### src/sv/rgbfte_pkg.sv
package rgbfte_pkg;

	// Frame store geometry and channel precision
	localparam int MAX_WIDTH    = 512;
	localparam int MAX_HEIGHT   = 512;
	localparam int CHANNEL_BITS = 16;

	localparam int DEPTH  = MAX_WIDTH * MAX_HEIGHT;
	localparam int ADDR_W = (DEPTH > 1) ? $clog2(DEPTH) : 1;
	localparam int PIX_W  = 3 * CHANNEL_BITS;

	// Gray: floor(sum / 3) as (sum * GRAY_RECIP) >> GRAY_SHIFT, exact for all sums
	localparam int SUM_W      = CHANNEL_BITS + 2;
	localparam int GRAY_SHIFT = SUM_W + 1;
	localparam int GRAY_RECIP = ((1 << GRAY_SHIFT) / 3) + 1;
	localparam int PROD_W     = SUM_W + GRAY_SHIFT;

	// Mode register codes
	localparam logic [2:0] MODE_NEG    = 3'd0;
	localparam logic [2:0] MODE_GRAY   = 3'd1;
	localparam logic [2:0] MODE_MIRROR = 3'd2;
	localparam logic [2:0] MODE_ROTATE = 3'd3;
	localparam logic [2:0] MODE_GROW   = 3'd4;
	localparam logic [2:0] MODE_SHRINK = 3'd5;

	// Register indexes on the configuration port
	localparam logic [1:0] REG_MODE   = 2'd0;
	localparam logic [1:0] REG_WIDTH  = 2'd1;
	localparam logic [1:0] REG_HEIGHT = 2'd2;
	localparam logic [1:0] REG_MAXVAL = 2'd3;

	// Item function codes
	localparam logic FUNC_LOAD = 1'b0;
	localparam logic FUNC_READ = 1'b1;

	typedef struct packed {
		logic [2:0]  mode;
		logic [9:0]  width;
		logic [9:0]  height;
		logic [15:0] max_value;
	} cfg_t;

	typedef struct packed {
		logic              access;
		logic              we;
		logic              oor;
		logic [ADDR_W-1:0] addr;
	} mem_req_t;

	typedef struct packed {
		logic       valid;
		logic       read;
		logic       oor;
		logic [2:0] mode;
	} ctl_t;

endpackage

### src/sv/rgbfte_addr.sv
module rgbfte_addr (
	input  logic                 func,
	input  logic [9:0]           row_pos,
	input  logic [9:0]           col_pos,
	input  rgbfte_pkg::cfg_t     cfg,
	output rgbfte_pkg::mem_req_t req
);

	localparam logic [13:0] MAXW = 14'(rgbfte_pkg::MAX_WIDTH);
	localparam logic [13:0] MAXH = 14'(rgbfte_pkg::MAX_HEIGHT);

	logic [9:0]  eff_w;
	logic [9:0]  eff_h;
	logic [10:0] out_rows;
	logic [10:0] out_cols;
	logic [10:0] row_x;
	logic [10:0] col_x;
	logic [10:0] sr;
	logic [10:0] sc;
	logic        in_rng;
	logic [31:0] idx;

	always_comb begin
		eff_w = ({4'b0, cfg.width}  > MAXW) ? MAXW[9:0] : cfg.width;
		eff_h = ({4'b0, cfg.height} > MAXH) ? MAXH[9:0] : cfg.height;
		row_x = {1'b0, row_pos};
		col_x = {1'b0, col_pos};

		case (cfg.mode)
			rgbfte_pkg::MODE_NEG, rgbfte_pkg::MODE_GRAY, rgbfte_pkg::MODE_MIRROR: begin
				out_rows = {1'b0, eff_h};
				out_cols = {1'b0, eff_w};
			end
			rgbfte_pkg::MODE_ROTATE: begin
				out_rows = {1'b0, eff_w};
				out_cols = {1'b0, eff_h};
			end
			rgbfte_pkg::MODE_GROW: begin
				out_rows = {eff_h, 1'b0};
				out_cols = {eff_w, 1'b0};
			end
			rgbfte_pkg::MODE_SHRINK: begin
				out_rows = ({1'b0, eff_h} + 11'd1) >> 1;
				out_cols = ({1'b0, eff_w} + 11'd1) >> 1;
			end
			default: begin
				out_rows = '0;
				out_cols = '0;
			end
		endcase

		// source coordinate, only meaningful when in range
		case (cfg.mode)
			rgbfte_pkg::MODE_MIRROR: begin
				sr = row_x;
				sc = {1'b0, eff_w} - 11'd1 - col_x;
			end
			rgbfte_pkg::MODE_ROTATE: begin
				sr = col_x;
				sc = {1'b0, eff_w} - 11'd1 - row_x;
			end
			rgbfte_pkg::MODE_GROW: begin
				sr = row_x >> 1;
				sc = col_x >> 1;
			end
			rgbfte_pkg::MODE_SHRINK: begin
				sr = {row_pos, 1'b0};
				sc = {col_pos, 1'b0};
			end
			default: begin
				sr = row_x;
				sc = col_x;
			end
		endcase

		if (func == rgbfte_pkg::FUNC_LOAD) begin
			in_rng = (row_pos < eff_h) && (col_pos < eff_w);
			sr     = row_x;
			sc     = col_x;
		end else begin
			in_rng = (row_x < out_rows) && (col_x < out_cols);
		end

		idx = 32'(sr) * 32'(rgbfte_pkg::MAX_WIDTH) + 32'(sc);

		req.access = in_rng;
		req.we     = (func == rgbfte_pkg::FUNC_LOAD);
		req.oor    = !in_rng;
		req.addr   = idx[rgbfte_pkg::ADDR_W-1:0];
	end

endmodule

### config.mk
export PLATFORM = sky130hd
export DESIGN_NAME = rgbfte_addr
export DESIGN_NICKNAME = d
export VERILOG_FILES = /design/src/sv/rgbfte_pkg.sv /design/src/sv/rgbfte_addr.sv
export SDC_FILE = /design/constraint.sdc
export NUM_CORES = 1
export LEC_CHECK = 0
export ABC_AREA = 0
export BUFFER_PORTS_ARGS = -buffer_cell sky130_fd_sc_hd__buf_4
export CORE_ASPECT_RATIO = 0.7
export CORE_MARGIN = 2
export CORE_UTILIZATION = 30
export DETAILED_ROUTE_END_ITERATION = 16
export GPL_TIMING_DRIVEN = 0
export PLACE_DENSITY = 0.46
export SYNTH_ARGS = -nofsm -noshare
export SYNTH_HDL_FRONTEND = slang
export SYNTH_SLANG_ARGS = --single-unit
export TNS_END_PERCENT = 20
### constraint.sdc
create_clock -name vclk -period 12.7
set_clock_uncertainty 0.1 [all_clocks]
set_input_delay 2.54 -clock vclk [all_inputs]
set_output_delay 2.54 -clock vclk [all_outputs]
set_load 0.02 [all_outputs]
==> out/metrics.yaml <==
global_route:
  grt_pass1_wl_mm: 22.5
  antenna_found_initial: 0
  grt_max_degree: 11
  grt_pass1_vias: 3798
  grtUsageTotal: 0.232
  gr-total-overflow: 0
drt:
  viasPerCell: 5.76
  dr.pass1.iters: 5
  wl_mm: 14.6
  antenna_left: 0
  wl_per_cell_um: 20.4
  drc: 0
  vias: 4127
  drt-initial-drc-count: 549
timing:
  finalSetupViolCount: 0
  min_period_ns: 9.82
  fin_crit_sh: 0.774
  worst_slack_ns: 2.88
  rsz0062_at_grt: "no"
  final_hold_viol_count: 0
  fmax_mhz: 102
  max_slew_margin: 0.444
  tns_ns: 0
  maxSlewViolCount: 0
  tightest_slew_ns: 0.831
worst_setup_path:
  cp_num_cells: 17
  crit_path_cell_trace: "buf_4 > and3b_1 > buf_2 > buf_1 > mux2i_1 > fa_1 > a211oi_1 > o21ai_0 > o211ai_1 > o21ai_0 > xnor2_1 > a32oi_1 > fa_1 > nor3_1 > nand4_1 > xor2_1 > buf_4"
  crit_buf_inv: 4
  critical_path.slowest_cell: "buf_1"
  end_kind: "primary output"
  crit_family: "buffers and inverters"
  worst_path_largest_cell_delay_ns: 0.55
  cp.arrival_ns: 7.18
  required_ns: 10.06
  startpoint_type: "primary input"
  crit_path_max_fanout: 10
  crit_type: "primary input to primary output"
layout:
  layout_common_cells: "buf_4, nand2_1, ha_1"
  final_util: 0.369
  nNetsFinal: 679
  antenna_cells: 0
  drive_gt1_frac: 0.158
  seq_cell_count: 0
  fin_area_um2: 4070
  clkbuf_count: 0
  final_common_cell: "buf_4"
  flow.area_growth_from_synthesis_pct: 19.5
  seq_area_um2: 0
floorplan:
  num_io_pins: 81
  die_area_um2: 12200
  die_x_um: 131
  fp-row-count: 32
  core_um2: 11100
  die_h_um: 93.2
  start_util: 0.308
power_and_ir_drop:
  pwr-share-seq: 0
  switchingPower_uw: 111
  power.internal_uw: 75.9
  comb_power_share: 1.000
  peakVddDrop_mv: 0.0149
  clkPwrFrac: 0
  sw_frac_of_total: 0.594
  p_per_area_nw_per_um2: 45.9
  power_leakage_nw: 1.69
placement:
  gp_congestion: 0.920
  dpl_worst_slack_ns: 2.94
  place_area_um2: 4070
  dp_hpwl_mm: 12.2
  io_buffers: 63
synth:
  yosysSeqAreaShare: 0
  syn_inst: 501
  yosysUniqueCellTypes: 66
  syn_area_um2: 3410
  yosysTopAreaCell: "ha_1"
  yosysWarnings: 0
  synth_area_leaders: "ha_1, mux2i_1, o21ai_0"
  syn_nets: 614
  synth_top_area_frac: 0.187
  avgSynthCellArea_um2: 6.80
run:
  maxCapViolCount: 0
min_path:
  hold_depth: 4
  hold_class: "primary input to primary output"
  hold_path_startpoint: "col_pos[8]"
  worstHoldEndpoint: "req[8]"
clock_tree:
  cts_setup_buffers: 0
  cts-resized-gates: 0
  cts_hold_buf: 0
outcome:
  status: "completed"
-- synthesized netlist by cell type, drive strengths merged (2+ instances only) --
master,instances
nor2b,16
mux2i,28
a211oi,7
and3b,2
buf,10
nand2,52
o2bb2ai,3
nand2b,7
a2bb2oi,2
a222oi,3
ha,51
o211ai,7
or4,2
a21oi,37
nand3,21
a31oi,7
or3,6
o21ai,46
nand4,6
mux2,2
inv,26
nor4,3
a221oi,4
xor2,8
nor3,7
and3,6
a21o,3
o21a,4
a32oi,5
fa,2
nor2,35
o22a,3
and4,2
a22oi,5
o21bai,2
xnor2,22
clkbuf,18
o22ai,16
-- stage by stage --
| stage | total power [mW] | hold slack [ns] | std cells |
|---|---|---|---|
| 2_1_floorplan | 0.118 | 5.17 | 501 |
| 3_3_place_gp | 0.183 | 5.37 | 717 |
| 3_5_place_dp | 0.184 | 5.37 | 717 |
| 4_1_cts | 0.184 | 5.37 | 717 |
| 5_1_grt | 0.205 | 5.41 | 717 |
| 6_report | 0.187 | 5.37 | 717 |
-- layout make-up --
class | instances | area [um^2]
fillers | 1239 | 6980
multi-input cells | 447 | 3150
repair buffers | 63 | 473
well taps | 153 | 191
plain buffers | 28 | 161
inverters | 26 | 97.6
-- routing by layer --
layer,global-route usage,vias up,share of wire
li1,-,2007,-
met1,0.379,1924,0.53
met2,0.325,194,0.37
met3,0.0385,2,0.099
met4,0.00181,0,0.0010
met5,0,-,0
-- logic make-up (layout without fill, tap and decap cells) --
group,after synthesis,in the layout,share of synthesized area
compound gates,165,165,0.315
fa+ha+maj,53,53,0.199
buf+inv,54,117,0.0760
mux,30,30,0.0888
xor+xnor,30,30,0.0771
simple gates,169,169,0.245
-- power groups by stage --
stage / Clock, mW / Sequential [mW] / Combinational [mW]
finish: 0 / 0 / 0.187
global route: 0 / 0 / 0.205
CTS: 0 / 0 / 0.184
detailed placement: 0 / 0 / 0.184
global placement: 0 / 0 / 0.183
floorplan: 0 / 0 / 0.118
-- worst max-delay path by stage --
stage / startpoint / to / slack [ns]
2_1_floorplan: cfg[36] / req[16] / 3.56
3_3_place_gp: cfg[38] / req[17] / 2.97
3_5_place_dp: cfg[38] / req[17] / 2.94
4_1_cts: cfg[38] / req[17] / 2.92
5_1_grt: cfg[36] / req[17] / 2.57
6_report: cfg[38] / req[17] / 2.88
(Power assumes the default switching activity.)
