==> config.mk <==
export PLATFORM = sky130hd
export DESIGN_NAME = rgbfte_pix
export DESIGN_NICKNAME = d
export VERILOG_FILES = /design/src/sv/rgbfte_pkg.sv /design/src/sv/rgbfte_pix.sv
export SDC_FILE = /design/constraint.sdc
export NUM_CORES = 1
export LEC_CHECK = 0
export BUFFER_PORTS_ARGS = -buffer_cell sky130_fd_sc_hd__buf_2
export CAP_MARGIN = 40
export CORE_UTILIZATION = 30
export CTS_CLUSTER_SIZE = 40
export DETAILED_ROUTE_END_ITERATION = 10
export SLEW_MARGIN = 20
export SYNTH_ARGS = -nofsm -noshare
export SYNTH_HDL_FRONTEND = slang
export SYNTH_SLANG_ARGS = --single-unit
==> constraint.sdc <==
create_clock -name clk -period 5.6 [get_ports clk]
set_clock_uncertainty 0.15 [all_clocks]
set_input_delay 0.28 -clock clk [delete_from_list [all_inputs] [get_ports clk]]
set_output_delay 0.28 -clock clk [all_outputs]
set_load 0.02 [all_outputs]
==> src/sv/rgbfte_pkg.sv <==
package rgbfte_pkg;

	// Frame store geometry and channel precision
	localparam int MAX_WIDTH    = 512;
	localparam int MAX_HEIGHT   = 512;
	localparam int CHANNEL_BITS = 16;

	localparam int DEPTH  = MAX_WIDTH * MAX_HEIGHT;
	localparam int ADDR_W = (DEPTH > 1) ? $clog2(DEPTH) : 1;
	localparam int PIX_W  = 3 * CHANNEL_BITS;

	// Gray: floor(sum / 3) as (sum * GRAY_RECIP) >> GRAY_SHIFT, exact for all sums
	localparam int SUM_W      = CHANNEL_BITS + 2;
	localparam int GRAY_SHIFT = SUM_W + 1;
	localparam int GRAY_RECIP = ((1 << GRAY_SHIFT) / 3) + 1;
	localparam int PROD_W     = SUM_W + GRAY_SHIFT;

	// Mode register codes
	localparam logic [2:0] MODE_NEG    = 3'd0;
	localparam logic [2:0] MODE_GRAY   = 3'd1;
	localparam logic [2:0] MODE_MIRROR = 3'd2;
	localparam logic [2:0] MODE_ROTATE = 3'd3;
	localparam logic [2:0] MODE_GROW   = 3'd4;
	localparam logic [2:0] MODE_SHRINK = 3'd5;

	// Register indexes on the configuration port
	localparam logic [1:0] REG_MODE   = 2'd0;
	localparam logic [1:0] REG_WIDTH  = 2'd1;
	localparam logic [1:0] REG_HEIGHT = 2'd2;
	localparam logic [1:0] REG_MAXVAL = 2'd3;

	// Item function codes
	localparam logic FUNC_LOAD = 1'b0;
	localparam logic FUNC_READ = 1'b1;

	typedef struct packed {
		logic [2:0]  mode;
		logic [9:0]  width;
		logic [9:0]  height;
		logic [15:0] max_value;
	} cfg_t;

	typedef struct packed {
		logic              access;
		logic              we;
		logic              oor;
		logic [ADDR_W-1:0] addr;
	} mem_req_t;

	typedef struct packed {
		logic       valid;
		logic       read;
		logic       oor;
		logic [2:0] mode;
	} ctl_t;

endpackage

==> src/sv/rgbfte_pix.sv <==
module rgbfte_pix (
	input  logic                          clk,
	input  logic                          arst_n,
	input  logic                          adv,
	input  rgbfte_pkg::ctl_t              ctl_s1,
	input  logic [rgbfte_pkg::PIX_W-1:0]  rdata,
	input  logic [15:0]                   max_value,
	output logic                          out_valid,
	output logic [15:0]                   red_out,
	output logic [15:0]                   green_out,
	output logic [15:0]                   blue_out,
	output logic                          out_of_range
);

	localparam int CB = rgbfte_pkg::CHANNEL_BITS;

	logic [15:0]                 px [3];
	logic [15:0]                 neg [3];
	rgbfte_pkg::ctl_t            ctl_s2;
	logic [15:0]                 px_s2 [3];
	logic [15:0]                 neg_s2 [3];
	logic [rgbfte_pkg::SUM_W-1:0] sum_s2;
	logic [rgbfte_pkg::PROD_W-1:0] prod;
	logic [15:0]                 avg;
	logic [15:0]                 res [3];
	logic                        valid_s3;
	logic [15:0]                 res_s3 [3];
	logic                        oor_s3;

	always_comb begin
		for (int k = 0; k < 3; k++) begin
			px[k]  = 16'(rdata[k*CB +: CB]);
			neg[k] = (max_value > px[k]) ? (max_value - px[k]) : 16'd0;
		end
	end

	// stage 2: channel sum and negatives
	always_ff @(posedge clk or negedge arst_n) begin
		if (!arst_n) begin
			ctl_s2 <= '0;
		end else if (adv) begin
			ctl_s2 <= ctl_s1;
		end
	end

	always_ff @(posedge clk) begin
		if (adv) begin
			for (int k = 0; k < 3; k++) begin
				px_s2[k]  <= px[k];
				neg_s2[k] <= neg[k];
			end
			sum_s2 <= rgbfte_pkg::SUM_W'(rdata[0 +: CB])
				+ rgbfte_pkg::SUM_W'(rdata[CB +: CB])
				+ rgbfte_pkg::SUM_W'(rdata[2*CB +: CB]);
		end
	end

	// stage 3: divide by three via reciprocal, pick the mode result
	always_comb begin
		prod = rgbfte_pkg::PROD_W'(sum_s2)
			* rgbfte_pkg::PROD_W'(rgbfte_pkg::GRAY_RECIP);
		avg  = 16'(prod[rgbfte_pkg::GRAY_SHIFT +: CB]);
		for (int k = 0; k < 3; k++) begin
			if (!ctl_s2.read || ctl_s2.oor) begin
				res[k] = 16'd0;
			end else begin
				case (ctl_s2.mode)
					rgbfte_pkg::MODE_NEG:  res[k] = neg_s2[k];
					rgbfte_pkg::MODE_GRAY: res[k] = avg;
					default:               res[k] = px_s2[k];
				endcase
			end
		end
	end

	always_ff @(posedge clk or negedge arst_n) begin
		if (!arst_n) begin
			valid_s3 <= 1'b0;
		end else if (adv) begin
			valid_s3 <= ctl_s2.valid;
		end
	end

	always_ff @(posedge clk) begin
		if (adv) begin
			for (int k = 0; k < 3; k++) begin
				res_s3[k] <= res[k];
			end
			oor_s3 <= ctl_s2.oor;
		end
	end

	assign out_valid    = valid_s3;
	assign red_out      = res_s3[0];
	assign green_out    = res_s3[1];
	assign blue_out     = res_s3[2];
	assign out_of_range = oor_s3;

endmodule

==> metrics.txt <==
DRC violation total after the first TritonRoute iteration approximately 600; Synth-to-Final Area Change 28.11%; Chip Width 229.0 um; via count of the first global-routing pass around 12k; endpoints failing hold 0; Cell Area, Synth between 0.015 and 0.02 mm^2; htree depth 4; largest fanout on the critical path 4; maximum buffer depth of the clock tree 2; Placed Instances roughly 2.3k; number of DRC violations after detailed routing 0; violations in the final reports setup timing; most frequent cells in the layout 290 x sky130_fd_sc_hd__inv_1, 183 x sky130_fd_sc_hd__ha_1, 163 x sky130_fd_sc_hd__edfxtp_1, 126 x sky130_fd_sc_hd__fa_1, 121 x sky130_fd_sc_hd__buf_2; worst setup slack for register-to-register paths -0.04 ns; clock latency on the worst-skew pair between 0.4 and 0.5 ns; via/cell ratio ~4.8; number of detailed-routing iterations run before antenna repair 5; Final setup violation count 12; endpoint with the worst hold slack px_s2[0][1]; adder-cell area share of the yosys netlist about 34%; net count of the finished layout around 2.2k; hold path startpoint rdata[1]; die boundary height about 230 um; Top cell by count, worst path sky130_fd_sc_hd__fa_1; pin count of the biggest net entering global routing 81; Starting Density 30.63%; minimum setup slack in the final design -0.03568 ns; maximum cell stage delay along the critical path ~0.54 ns; instance area after placement ~0.018 mm^2; Max stage delay cell, worst path sky130_fd_sc_hd__fa_1; buffer and inverter count on the worst path 7; arrival time of the worst setup path roughly 5.7 ns; register bit count reported by yosys 170; fraction of synthesis flops using an asynchronous set or reset pin 4.118%; count of final max-slew check failures 0; worst path required time approximately 5.7 ns; total routing usage reported by global routing 16.56%; number of inserted filler cells in the final layout ~5k; sequence of cells on the critical path buf_6 -> ha_4 -> ha_4 -> inv_1 -> fa_1 -> inv_1 -> fa_1 -> fa_1 -> inv_1 -> fa_1 -> inv_2 -> ha_4 -> nand4_1 -> buf_4 -> nor2_4 -> o2bb2ai_4 -> a21oi_4 -> o21ai_1 -> buf_4 -> a31oi_4 -> mux2i_4 -> o21ai_1; weighted congestion at the end of routability-driven global placement 0.9441; number of enable flip-flop cells after synthesis ~160; dominant combinational cell family by area after synthesis adder cells; most common cell after layout, fill and taps aside sky130_fd_sc_hd__inv_1; Yosys Warn Count 0; area enclosed by the die boundary 0.05245 mm^2; time the worst path needs with I/O delays and setup roughly 5.6 ns; finished layout cell area slightly below 0.02 mm^2; Worst Path Class, Setup reg -> reg; Mapped Avg Cell Area ~11 um^2; antenna cells 0; number of buffers created by CTS 17; fraction of the yosys area taken by sequential cells roughly a third; number of cells on the worst reg-to-reg path 22; global-route wire length before repair 66.62 mm; area fraction in and, or, nand and nor cells after synthesis slightly below 9%; Std-Cell Rows 82; fraction of final layout cells sized beyond drive strength 1 23.14%; Final Util between 30% and 40%; reg-to-reg critical path startpoint sum_s2[2]; top-level port count between 100 and 150; Total Negative Setup Slacks -0.1916 ns; number of standard cells in the final layout excluding fillers about 2.4k; setup repair after global routing missed its margin true; cell count after synthesis between 1k and 1.5k; startpoint kind of the worst setup timing path flip-flop; Primary FF master, synth sky130_fd_sc_hd__edfxtp_1; complex-gate fraction of the synthesized area 12.13%; total wirelength of the detailed-routed design 42.83 mm; HPWL Detailed around 34 mm; worst relative slew slack 47.51%; slew at the pin closest to its max-slew limit around 0.8 ns; highest clock rate 177.4 MHz; max-capacitance violation count 0; reg2reg end res_s3[0][44]; multiplexer share of the synthesized area less than 1%; worst setup path startpoint sum_s2[2]; GRT Residual Overflow 0; routed vias approximately 12k; Period Utilization, post-route 100.6%; result of the run finished, violations left; clock transition time at the flip-flop clock pins of the worst setup and hold paths ~0.070 ns; per-cell routed wire length between 15 and 20 um; area of the placeable core 0.05048 mm^2; Hold Crit Depth 1; nets in the synthesized netlist between 1.5k and 2k; Antenna Nets Post-Route 0; Clk Tree Root Cell sky130_fd_sc_hd__clkbuf_16; type of the most critical hold path in -> reg; xor and xnor fraction of the mapped netlist area under 10%; clock net sink count 170; cell class contributing the biggest share of worst-path delay adder cells; initial antenna violation count 0; library cells used by synthesis 54; total of buffers placed on input and output ports about 120; TritonCTS clock tree done; Critical Path End Type flip-flop
-- worst reg2reg max path, cell delays in order (launching register included) --
cell and delay [ns]:
sky130_fd_sc_hd__edfxtp_1 0.51, sky130_fd_sc_hd__buf_6 0.18, sky130_fd_sc_hd__ha_4 0.24, sky130_fd_sc_hd__ha_4 0.26, sky130_fd_sc_hd__inv_1 0.05, sky130_fd_sc_hd__fa_1 0.53
sky130_fd_sc_hd__inv_1 0.05, sky130_fd_sc_hd__fa_1 0.47, sky130_fd_sc_hd__fa_1 0.54, sky130_fd_sc_hd__inv_1 0.05, sky130_fd_sc_hd__fa_1 0.52, sky130_fd_sc_hd__inv_2 0.06
sky130_fd_sc_hd__ha_4 0.25, sky130_fd_sc_hd__nand4_1 0.13, sky130_fd_sc_hd__buf_4 0.14, sky130_fd_sc_hd__nor2_4 0.04, sky130_fd_sc_hd__o2bb2ai_4 0.14, sky130_fd_sc_hd__a21oi_4 0.26
sky130_fd_sc_hd__o21ai_1 0.10, sky130_fd_sc_hd__buf_4 0.16, sky130_fd_sc_hd__a31oi_4 0.19, sky130_fd_sc_hd__mux2i_4 0.28, sky130_fd_sc_hd__o21ai_1 0.09
-- repair_timing --
action / 4_1_cts / 5_1_grt
pin swaps: 30 / 53
setup endpoints to repair: 44 / 48
hold buffers: 54 / 0
gates resized for setup: 78 / 89
endpoints found under the hold margin: 60 / 0
buffers inserted: 15 / 14
-- cell type report --
cell class | instances | area [um^2] | share of cell area, %
clock buffer | 17 | 425.4 | 2.148
clock inverter | 15 | 153.9 | 0.7770
inverter | 304 | 1141 | 5.761
multi-input combinational | 968 | 10010 | 50.55
sequential | 170 | 5071 | 25.60
tap | 672 | 840.8 | 4.245
timing repair buffer | 302 | 2162 | 10.92
-- how the worst max path moves through the flow --
| stage | end | depth (start not counted) | slack [ns] |
|---|---|---|---|
| detailed placement | res_s3[0][43] | 21 | -0.36 |
| floorplan | res_s3[0][44] | 20 | 0.04 |
| finish | res_s3[0][44] | 22 | -0.04 |
| global placement | res_s3[0][5] | 19 | -0.29 |
| global route | res_s3[0][12] | 22 | -0.17 |
| CTS | res_s3[0][44] | 21 | -0.03 |
-- Yosys cell counts, types with 10 or more instances --
master	n	area, um^2
sky130_fd_sc_hd__inv_1	304	1141
sky130_fd_sc_hd__ha_1	218	2728
sky130_fd_sc_hd__edfxtp_1	163	4895
sky130_fd_sc_hd__fa_1	127	2542
sky130_fd_sc_hd__a21oi_1	101	505.5
sky130_fd_sc_hd__nor2_1	74	277.8
sky130_fd_sc_hd__o21ai_0	60	300.3
sky130_fd_sc_hd__nor3b_1	45	337.8
sky130_fd_sc_hd__xnor2_1	37	324.1
sky130_fd_sc_hd__a21o_1	35	262.8
sky130_fd_sc_hd__nand2_1	28	105.1
sky130_fd_sc_hd__nor3_1	24	120.1
sky130_fd_sc_hd__clkbuf_1	23	86.33
sky130_fd_sc_hd__xor2_1	23	201.4
sky130_fd_sc_hd__nand2b_1	17	106.4
sky130_fd_sc_hd__nand3_1	17	85.08
sky130_fd_sc_hd__nor2b_1	15	93.84
sky130_fd_sc_hd__o21a_1	15	112.6
sky130_fd_sc_hd__nand4_1	12	75.07
sky130_fd_sc_hd__o21ai_1	10	50.05
-- per-stage QoR --
| step | hold slack (ns) | worst slack, ns |
|---|---|---|
| 2_1_floorplan | -0.1656 | 0.03643 |
| 3_3_place_gp | -0.03448 | -0.2904 |
| 3_5_place_dp | -0.03071 | -0.3603 |
| 4_1_cts | 0.005913 | -0.02705 |
| 5_1_grt | 0.006873 | -0.1724 |
| 6_report | 0.02524 | -0.03568 |
-- kinds of logic (layout without fill, tap and decap cells) --
kind of cell               after synthesis  in the layout
muxes                                   10             10
DFF                                    170            170
xor gates and xnor gates                60             60
AOI/OAI and AO/OA                      298            298
buffers and inverters                  333            638
and+or+nand+nor                        255            255
adders and majority gates              345            345
-- layer usage --
metal	GRT usage (%)	wire length (um)	share of wire, %
met1	20.84	18700	44
met3	2.739	1630	3.8
met4	5.500	1047	2.4
met5	0	0	0
met2	28.70	21450	50
-- flip-flops by register name (all words and copies together), names as in the netlist --
| register | flops |
|---|---|
| out_of_range | 1 |
| sum_s2 | 18 |
| out_valid | 1 |
| ctl_s2 | 6 |
| px_s2 | 48 |
| neg_s2 | 48 |
| res_s3 | 48 |
Power is left out: the tool's default activity adds up to more than one toggle a clock period on the data nets, which glitch-free logic cannot reach.
